**config.mk**
```make
export PLATFORM = sky130hd
export DESIGN_NAME = pattern_span_rop_engine_unit
export DESIGN_NICKNAME = d
export VERILOG_FILES = /design/src/rtl/psre_pkg.sv /design/src/rtl/psre_pattern_store.sv /design/src/rtl/psre_rop_stage.sv /design/src/rtl/pattern_span_rop_engine_unit.sv
export VERILOG_INCLUDE_DIRS = /design/src /design/src/rtl
export SDC_FILE = /design/constraint.sdc
export NUM_CORES = 2
export LEC_CHECK = 0
export BUFFER_PORTS_ARGS = -buffer_cell sky130_fd_sc_hd__buf_2
export CORE_ASPECT_RATIO = 1.2
export CORE_MARGIN = 2
export CORE_UTILIZATION = 50
export CTS_BUF_LIST = sky130_fd_sc_hd__clkbuf_4 sky130_fd_sc_hd__clkbuf_8 sky130_fd_sc_hd__clkbuf_16
export CTS_CLUSTER_DIAMETER = 50
export DETAILED_ROUTE_END_ITERATION = 8
export PLACE_DENSITY = 0.62
export SETUP_SLACK_MARGIN = 0.02
export SLEW_MARGIN = 20
export SYNTH_ARGS = -nofsm -noshare
export SYNTH_HDL_FRONTEND = slang
export SYNTH_HIERARCHICAL = 1
export SYNTH_SLANG_ARGS = --single-unit
```
**constraint.sdc**
```tcl
create_clock -name clock -period 10.7 [get_ports clock]
set_input_delay 1.07 -clock clock [delete_from_list [all_inputs] [get_ports clock]]
set_output_delay 1.07 -clock clock [all_outputs]
set_load 0.1 [all_outputs]
```
**src/rtl/assert_macros.svh**
```systemverilog
// Assertion helpers shared by the RTL files.
`ifndef ASSERT_MACROS_SVH
`define ASSERT_MACROS_SVH

// Plain clocked check, off while reset is high.
`define PSRE_ASSERT(label, prop, msg) \
   label: assert property (@(posedge clock) disable iff (reset) (prop)) else $error(msg);

// Next-cycle implication, off while reset is high.
`define PSRE_ASSERT_NEXT(label, ante, cons, msg) \
   label: assert property (@(posedge clock) disable iff (reset) (ante) |=> (cons)) \
      else $error(msg);

`endif

```
**src/rtl/psre_pkg.sv**
```systemverilog
package psre_pkg;

   localparam int PATTERN_DEPTH = 64;
   localparam int ADDR_W = (PATTERN_DEPTH > 1) ? $clog2(PATTERN_DEPTH) : 1;
   localparam int IDX_W = 6;
   localparam int LEN_W = 7;
   localparam int WORD_W = 32;
   localparam logic [LEN_W-1:0] LEN_CAP =
      LEN_W'((PATTERN_DEPTH < 64) ? PATTERN_DEPTH : 64);

   typedef enum logic [1:0] {
      OP_LOAD  = 2'd0,
      OP_START = 2'd1,
      OP_PIXEL = 2'd2,
      OP_NONE  = 2'd3
   } opcode_type;

   typedef enum logic [2:0] {
      MODE_1BPP  = 3'd0,
      MODE_4BPP  = 3'd1,
      MODE_8BPP  = 3'd2,
      MODE_16BPP = 3'd3,
      MODE_24BPP = 3'd4,
      MODE_32BPP = 3'd5
   } depth_mode_type;

   localparam logic [1:0] CSR_DEPTH_MODE = 2'd0;
   localparam logic [1:0] CSR_PATTERN_LEN = 2'd1;

   typedef struct packed {
      logic              en;
      logic [ADDR_W-1:0] addr;
      logic [WORD_W-1:0] and_value;
      logic [WORD_W-1:0] xor_value;
   } store_wr_type;

   typedef struct packed {
      logic              valid;
      logic              zero_entry;
      logic [IDX_W-1:0]  used;
      logic [2:0]        pos;
      logic [WORD_W-1:0] dest;
   } pix_stage_type;

   function automatic logic [ADDR_W-1:0] to_addr(input logic [IDX_W-1:0] v);
      logic [ADDR_W+IDX_W-1:0] ext;
      ext = {{ADDR_W{1'b0}}, v};
      return ext[ADDR_W-1:0];
   endfunction

   function automatic logic in_store(input logic [IDX_W-1:0] v);
      return {{(32-IDX_W){1'b0}}, v} < 32'(PATTERN_DEPTH);
   endfunction

   function automatic logic [LEN_W-1:0] eff_len(input logic [LEN_W-1:0] len);
      logic [LEN_W-1:0] l;
      l = (len == '0) ? LEN_W'(1) : len;
      if (l > LEN_CAP) begin
         l = LEN_CAP;
      end
      return l;
   endfunction

endpackage

```
**src/rtl/psre_pattern_store.sv**
```systemverilog
module psre_pattern_store
   import psre_pkg::*;
(
   input  logic              clock,
   input  store_wr_type      wr,
   input  logic              rd_en,
   input  logic [ADDR_W-1:0] rd_addr,
   output logic [WORD_W-1:0] rd_and,
   output logic [WORD_W-1:0] rd_xor
);

   logic [WORD_W-1:0] and_store_ff [PATTERN_DEPTH];
   logic [WORD_W-1:0] xor_store_ff [PATTERN_DEPTH];
   logic [WORD_W-1:0] rd_and_ff;
   logic [WORD_W-1:0] rd_xor_ff;

   always_ff @(posedge clock) begin
      if (wr.en) begin
         and_store_ff[wr.addr] <= wr.and_value;
         xor_store_ff[wr.addr] <= wr.xor_value;
      end
   end

   always_ff @(posedge clock) begin
      if (rd_en) begin
         rd_and_ff <= and_store_ff[rd_addr];
         rd_xor_ff <= xor_store_ff[rd_addr];
      end
   end

   assign rd_and = rd_and_ff;
   assign rd_xor = rd_xor_ff;

endmodule

```
**src/rtl/psre_rop_stage.sv**
```systemverilog
`include "assert_macros.svh"

module psre_rop_stage
   import psre_pkg::*;
(
   input  logic              clock,
   input  logic              reset,
   input  pix_stage_type     pix,
   input  logic [WORD_W-1:0] and_entry,
   input  logic [WORD_W-1:0] xor_entry,
   input  logic [2:0]        depth_mode,
   output logic              pix_take,
   output logic              rsp_valid,
   input  logic              rsp_stall,
   output logic [WORD_W-1:0] rsp_new_dest_value,
   output logic [IDX_W-1:0]  rsp_entry_used
);

   logic              rsp_valid_ff, rsp_valid_in;
   logic [WORD_W-1:0] value_ff, value_in;
   logic [IDX_W-1:0]  used_ff;
   logic [WORD_W-1:0] a, x, a_rep, x_rep, m;

   assign pix_take = pix.valid && (!rsp_valid_ff || !rsp_stall);

   always_comb begin
      a = pix.zero_entry ? '0 : and_entry;
      x = pix.zero_entry ? '0 : xor_entry;
      a_rep = a;
      x_rep = x;
      case (depth_mode)
         MODE_1BPP: begin
            m = {24'd0, 8'h80 >> pix.pos};
            a_rep = {WORD_W{a[0]}};
            x_rep = {WORD_W{x[0]}};
         end
         MODE_4BPP: begin
            m = pix.pos[0] ? 32'h0000_000f : 32'h0000_00f0;
            a_rep = {8{a[3:0]}};
            x_rep = {8{x[3:0]}};
         end
         MODE_8BPP:  m = 32'h0000_00ff;
         MODE_16BPP: m = 32'h0000_ffff;
         MODE_24BPP: m = 32'h00ff_ffff;
         MODE_32BPP: m = 32'hffff_ffff;
         default:    m = '0;
      endcase
      value_in = (pix.dest & (a_rep | ~m)) ^ (x_rep & m);
   end

   always_comb begin
      if (pix_take) begin
         rsp_valid_in = 1'b1;
      end else if (rsp_stall) begin
         rsp_valid_in = rsp_valid_ff;
      end else begin
         rsp_valid_in = 1'b0;
      end
   end

   always_ff @(posedge clock) begin
      if (reset) begin
         rsp_valid_ff <= 1'b0;
      end else begin
         rsp_valid_ff <= rsp_valid_in;
      end
   end

   always_ff @(posedge clock) begin
      if (pix_take) begin
         value_ff <= value_in;
         used_ff  <= pix.used;
      end
   end

   assign rsp_valid          = rsp_valid_ff;
   assign rsp_new_dest_value = value_ff;
   assign rsp_entry_used     = used_ff;

   `PSRE_ASSERT_NEXT(a_take_fills_rsp, pix_take, rsp_valid_ff, "taken pixel did not reach output")
   `PSRE_ASSERT(a_take_only_valid, !pix_take || pix.valid, "stage taken without a pixel")

endmodule

```
**src/rtl/pattern_span_rop_engine_unit.sv**
```systemverilog
// Flow: an accepted pixel word is registered into the pixel stage along
//   with the pattern store read, then into the rsp output register.
// Throughput: one word per cycle while rsp_stall is low; the pattern store's
//   registered read port and the single output register set that figure.
// Reset: synchronous, active high; clears the span offset, the valid flags,
//   depth mode to 8 bpp and pattern length to 1. Pattern entries hold
//   whatever was loaded and are undefined until written.
`include "assert_macros.svh"

module pattern_span_rop_engine_unit
   import psre_pkg::*;
(
   input  logic              clock,
   input  logic              reset,
   // configuration port
   input  logic              csr_wr_en,
   input  logic [1:0]        csr_index,
   input  logic [LEN_W-1:0]  csr_wdata,
   // request channel
   input  logic              req_valid,
   output logic              req_stall,
   input  logic [1:0]        req_opcode,
   input  logic [IDX_W-1:0]  req_entry_index,
   input  logic [WORD_W-1:0] req_and_value,
   input  logic [WORD_W-1:0] req_xor_value,
   input  logic [IDX_W-1:0]  req_span_offset,
   input  logic [2:0]        req_pixel_in_word,
   input  logic [WORD_W-1:0] req_dest_value,
   // response channel
   output logic              rsp_valid,
   input  logic              rsp_stall,
   output logic [WORD_W-1:0] rsp_new_dest_value,
   output logic [IDX_W-1:0]  rsp_entry_used
);

   // Configuration registers.
   logic [2:0]       mode_ff;
   logic [LEN_W-1:0] len_ff;

   always_ff @(posedge clock) begin
      if (reset) begin
         mode_ff <= MODE_8BPP;
         len_ff  <= LEN_W'(1);
      end else if (csr_wr_en) begin
         case (csr_index)
            CSR_DEPTH_MODE:  mode_ff <= csr_wdata[2:0];
            CSR_PATTERN_LEN: len_ff  <= csr_wdata;
            default: ;
         endcase
      end
   end

   // Request acceptance. A word is taken unless the pixel stage holds one
   // that cannot move into the output register this cycle.
   logic             accept, load_acc, start_acc, pixel_acc;
   logic             pix_take;
   pix_stage_type    pix_ff, pix_in;
   logic [LEN_W-1:0] len_eff;
   logic [LEN_W-1:0] step;
   logic [IDX_W-1:0] offset_ff, offset_in;
   store_wr_type     store_wr;
   logic [WORD_W-1:0] rd_and, rd_xor;

   assign req_stall = pix_ff.valid && !pix_take;
   assign accept    = req_valid && !req_stall;
   assign load_acc  = accept && (req_opcode == OP_LOAD);
   assign start_acc = accept && (req_opcode == OP_START);
   assign pixel_acc = accept && (req_opcode == OP_PIXEL);

   assign len_eff = eff_len(len_ff);
   assign step    = {1'b0, offset_ff} + LEN_W'(1);

   // Span offset: set by a start word (clamp to 0 past the length),
   // advance on each pixel and wrap at the length.
   always_comb begin
      offset_in = offset_ff;
      if (start_acc) begin
         offset_in = ({1'b0, req_span_offset} < len_eff) ? req_span_offset : '0;
      end else if (pixel_acc) begin
         offset_in = (step >= len_eff) ? '0 : step[IDX_W-1:0];
      end
   end

   always_ff @(posedge clock) begin
      if (reset) begin
         offset_ff <= '0;
      end else begin
         offset_ff <= offset_in;
      end
   end

   // Pattern load: drop indexes that fall outside the store.
   always_comb begin
      store_wr.en        = load_acc && in_store(req_entry_index);
      store_wr.addr      = to_addr(req_entry_index);
      store_wr.and_value = req_and_value;
      store_wr.xor_value = req_xor_value;
   end

   psre_pattern_store u_store (
      .clock   (clock),
      .wr      (store_wr),
      .rd_en   (pixel_acc),
      .rd_addr (to_addr(offset_ff)),
      .rd_and  (rd_and),
      .rd_xor  (rd_xor)
   );

   // Pixel stage: hold the word's metadata alongside the store read.
   always_comb begin
      pix_in.valid      = pixel_acc ? 1'b1 : (pix_take ? 1'b0 : pix_ff.valid);
      pix_in.zero_entry = !in_store(offset_ff);
      pix_in.used       = offset_ff;
      pix_in.pos        = req_pixel_in_word;
      pix_in.dest       = req_dest_value;
   end

   always_ff @(posedge clock) begin
      if (reset) begin
         pix_ff.valid <= 1'b0;
      end else begin
         pix_ff.valid <= pix_in.valid;
      end
      if (pixel_acc) begin
         pix_ff.zero_entry <= pix_in.zero_entry;
         pix_ff.used       <= pix_in.used;
         pix_ff.pos        <= pix_in.pos;
         pix_ff.dest       <= pix_in.dest;
      end
   end

   psre_rop_stage u_rop (
      .clock              (clock),
      .reset              (reset),
      .pix                (pix_ff),
      .and_entry          (rd_and),
      .xor_entry          (rd_xor),
      .depth_mode         (mode_ff),
      .pix_take           (pix_take),
      .rsp_valid          (rsp_valid),
      .rsp_stall          (rsp_stall),
      .rsp_new_dest_value (rsp_new_dest_value),
      .rsp_entry_used     (rsp_entry_used)
   );

   `PSRE_ASSERT_NEXT(a_pixel_enters_stage, pixel_acc, pix_ff.valid, "accepted pixel lost")
   `PSRE_ASSERT_NEXT(a_start_in_range, start_acc,
                     ({1'b0, offset_ff} < $past(len_eff)), "start offset past length")
   `PSRE_ASSERT_NEXT(a_offset_idle,
                     (accept && (req_opcode == OP_LOAD || req_opcode == OP_NONE)),
                     (offset_ff == $past(offset_ff)), "offset moved on a non-span word")

endmodule
```
==> results.toml <==
[synthesis]
synth-seq-cells = 4257
yosysSeqAreaShare_pct = 78.9
synth_edf_count = 4239
yosys-top-cells-count = "edfxtp_1 (4239), mux4_2 (1024), a22oi_1 (267)"
synthArstFlopShare_pct = 0
synth-main-ff-cell = "edfxtp_1"
mappedNetlistArea_um2 = 162000
ys_warn_count = 6
synth_top_cell_by_area = "edfxtp_1"
synthCells = 6972
syn_nets = 7112
ys_types = 75
yosysMostFrequentCell = "edfxtp_1"
synth.avg_cell_area_um2 = 23.2
synth_top_area_share_pct = 78.7
synthTopCellsByArea = "edfxtp_1 (79%), mux4_2 (14%), a22oi_1 (1.2%)"

[power]
p_total_mw = 34.6
vdd_drop_max_uv = 145
leakage_nw = 54.9
clockPowerShare_pct = 42.4
power_switching_mw = 7.26
power_frac_comb_pct = 4.3
p_int_mw = 27.3
seqPwrFrac_pct = 53.3
p_sw_share_pct = 21.0
p_per_area_nw_per_um2 = 190

[detailed_routing]
vias = 79400
vias_per_cell = 6.62
drtIter0Drc = 11900
firstDrtPassIters = 7
ant_nets = 0
wl_per_cell_um = 39.1
drc = 0
drt-total-wl_um = 468000

[grt]
grtUsageTotal_pct = 28.6
grt_pass1_wl_um = 642000
grt_pass1_vias = 78400
antenna_found_initial = 56
grt_max_degree = 106
gr-total-overflow = 0

[place]
place_congestion = 0.896
placed_cell_area_um2 = 168000
placedCellCount = 11200
port_buffers = 166
dp_hpwl_um = 280000
dp_slack_ps = 4070

[timing]
fmax_ghz = 0.169
slew_violations = 0
finalSetupViolations = 0
holdWs_ps = 261
hold_viol = 0
finalSetupTns_ps = 0
rsz0062_at_grt = "no"
fin_ws_ps = 4770
min_period_ps = 5930
finClkSkew_ps = 88.9
post-route-period-util_pct = 55.5
tightest_slew_ps = 1290
slew_headroom_pct = 13.2

[clock_network]
cts-htree-levels = 5
cts_setup_buffers = 0
ctsHoldBuffers = 0
cts_tree = "yes"
clock-sinks = 4257
cts_resized = 0
cts_buffer_depth = 4
worstSkewPairLatency_ps = 990
cts-root-buf = "clkbuf_16"
cts.clk_slew.worst_paths_ps = 60
cts_buffers = 424

[worst_setup_path]
critPathKind = "reg2reg"
crit_required_ps = 11270
cp-end-kind = "flip-flop"
cp_max_fo = 47
arrival_ps = 6500
start_kind = "flip-flop"

[hold_path]
hold_path_class = "in2reg"

[layout]
layout-drive-gt1-share_pct = 28.7
final_util_pct = 56.7
layout.nets = 7523
final_cells = 12000
fin_area_um2 = 182000
synthToLayoutAreaGrowth_pct = 12.7

[flow_run]
maxCapViolations = 0

[die]
rows = 228
die_w_um = 523
die_h_um = 627
core_region_area_um2 = 322000
dieArea_um2 = 328000
boundaryPins = 167
start_util_pct = 50.3

[run_status]
status = "finished clean"
area by class of cell:
cell class	count	area (um2)
diodes	19	47.5
repair buffers	382	2830
fillers	23100	139000
inverters	14	52.6
well taps	4255	5320
multi-input cells	2304	32700
clock inverters	263	2390
flip-flops and latches	4257	128000
clock buffers	502	11300
sequential cells by signal (all words and copies together) (netlist names):
| signal | cells |
|---|---|
| u_store/xor_store_ff | 2048 |
| u_rop/rsp_entry_used | 6 |
| mode_ff | 3 |
| u_store/and_store_ff | 2048 |
| pix_ff | 42 |
| u_store/rd_xor | 32 |
| u_rop/rsp_new_dest_value | 32 |
| len_ff | 7 |
| u_rop/rsp_valid | 1 |
| u_store/rd_and | 32 |
| offset_ff | 6 |
power groups by stage:
stage / Combinational, mW / Sequential (mW) / Clock (mW)
6_report: 1.47 / 18.4 / 14.7
5_1_grt: 1.55 / 18.4 / 15.5
4_1_cts: 1.49 / 18.4 / 14.8
3_5_place_dp: 1.49 / 18.8 / 0
3_3_place_gp: 1.46 / 18.8 / 0
2_1_floorplan: 0.788 / 18.8 / 0
metal layers:
metal  routed length (um)  track usage [%]  share of wire [%]
met5                  180                0              0.038
met3                48400             6.24                 10
met2               228000             45.9                 49
met4                21700             11.8                4.6
met1               170000             38.3                 36
worst paths after layout:
kind,start,to,slack (ps),depth (start not counted)
worst max register to register,pix_ff[42]$_SDFFE_PP0P_,u_store/and_store_ff[38][26]$_DFFE_PP_,4770,8
worst min register to register,pix_ff[40]$_DFFE_PP_,u_rop/rsp_entry_used[5]$_DFFE_PP_,420,0
worst min-delay path,req_dest_value[23],pix_ff[23]$_DFFE_PP_,260,1
worst max-delay path,pix_ff[42]$_SDFFE_PP0P_,u_store/and_store_ff[38][26]$_DFFE_PP_,4770,8
worst max-delay path, cell delays in order, from the launching register on:
cell and delay [ps]:
dfxtp_1 360, a21boi_4 190, buf_4 580, nand2b_1 280, nand2_1 100, nor3_1 850, nand3_1 1160, nor2_4 1050
buf_4 740
cell families (layout without fill, tap and decap cells):
group	count (synthesis)	count (layout)	synth area share (%)
DFF	4257	4257	78.9
and+or+nand+nor	421	421	1.29
adders and majority gates	13	13	0.101
muxes	1126	1126	14.9
other	1	20	0.00232
buffers and inverters	411	1161	1.29
AOI/OAI and AO/OA	714	714	3.33
xor gates and xnor gates	29	29	0.157
cells in the final DEF, fill, tap and decap left out, types with 47 or more instances in the layout:
cell / synthesis / final
o211a_1: 71 / 71
o221ai_1: 64 / 64
a211oi_1: 66 / 52
clkbuf_4: 0 / 72
mux4_2: 1024 / 1024
a22oi_1: 267 / 267
buf_4: 52 / 233
clkinv_2: 0 / 79
nand2_1: 48 / 47
nor2_1: 130 / 62
buf_2: 141 / 126
clkbuf_16: 0 / 430
nor2_4: 0 / 68
mux2i_1: 99 / 99
o22ai_1: 102 / 101
edfxtp_1: 4239 / 4239
clkinv_1: 0 / 95
nand3_1: 142 / 140
Note: power is estimated with default switching activity, not from simulation.
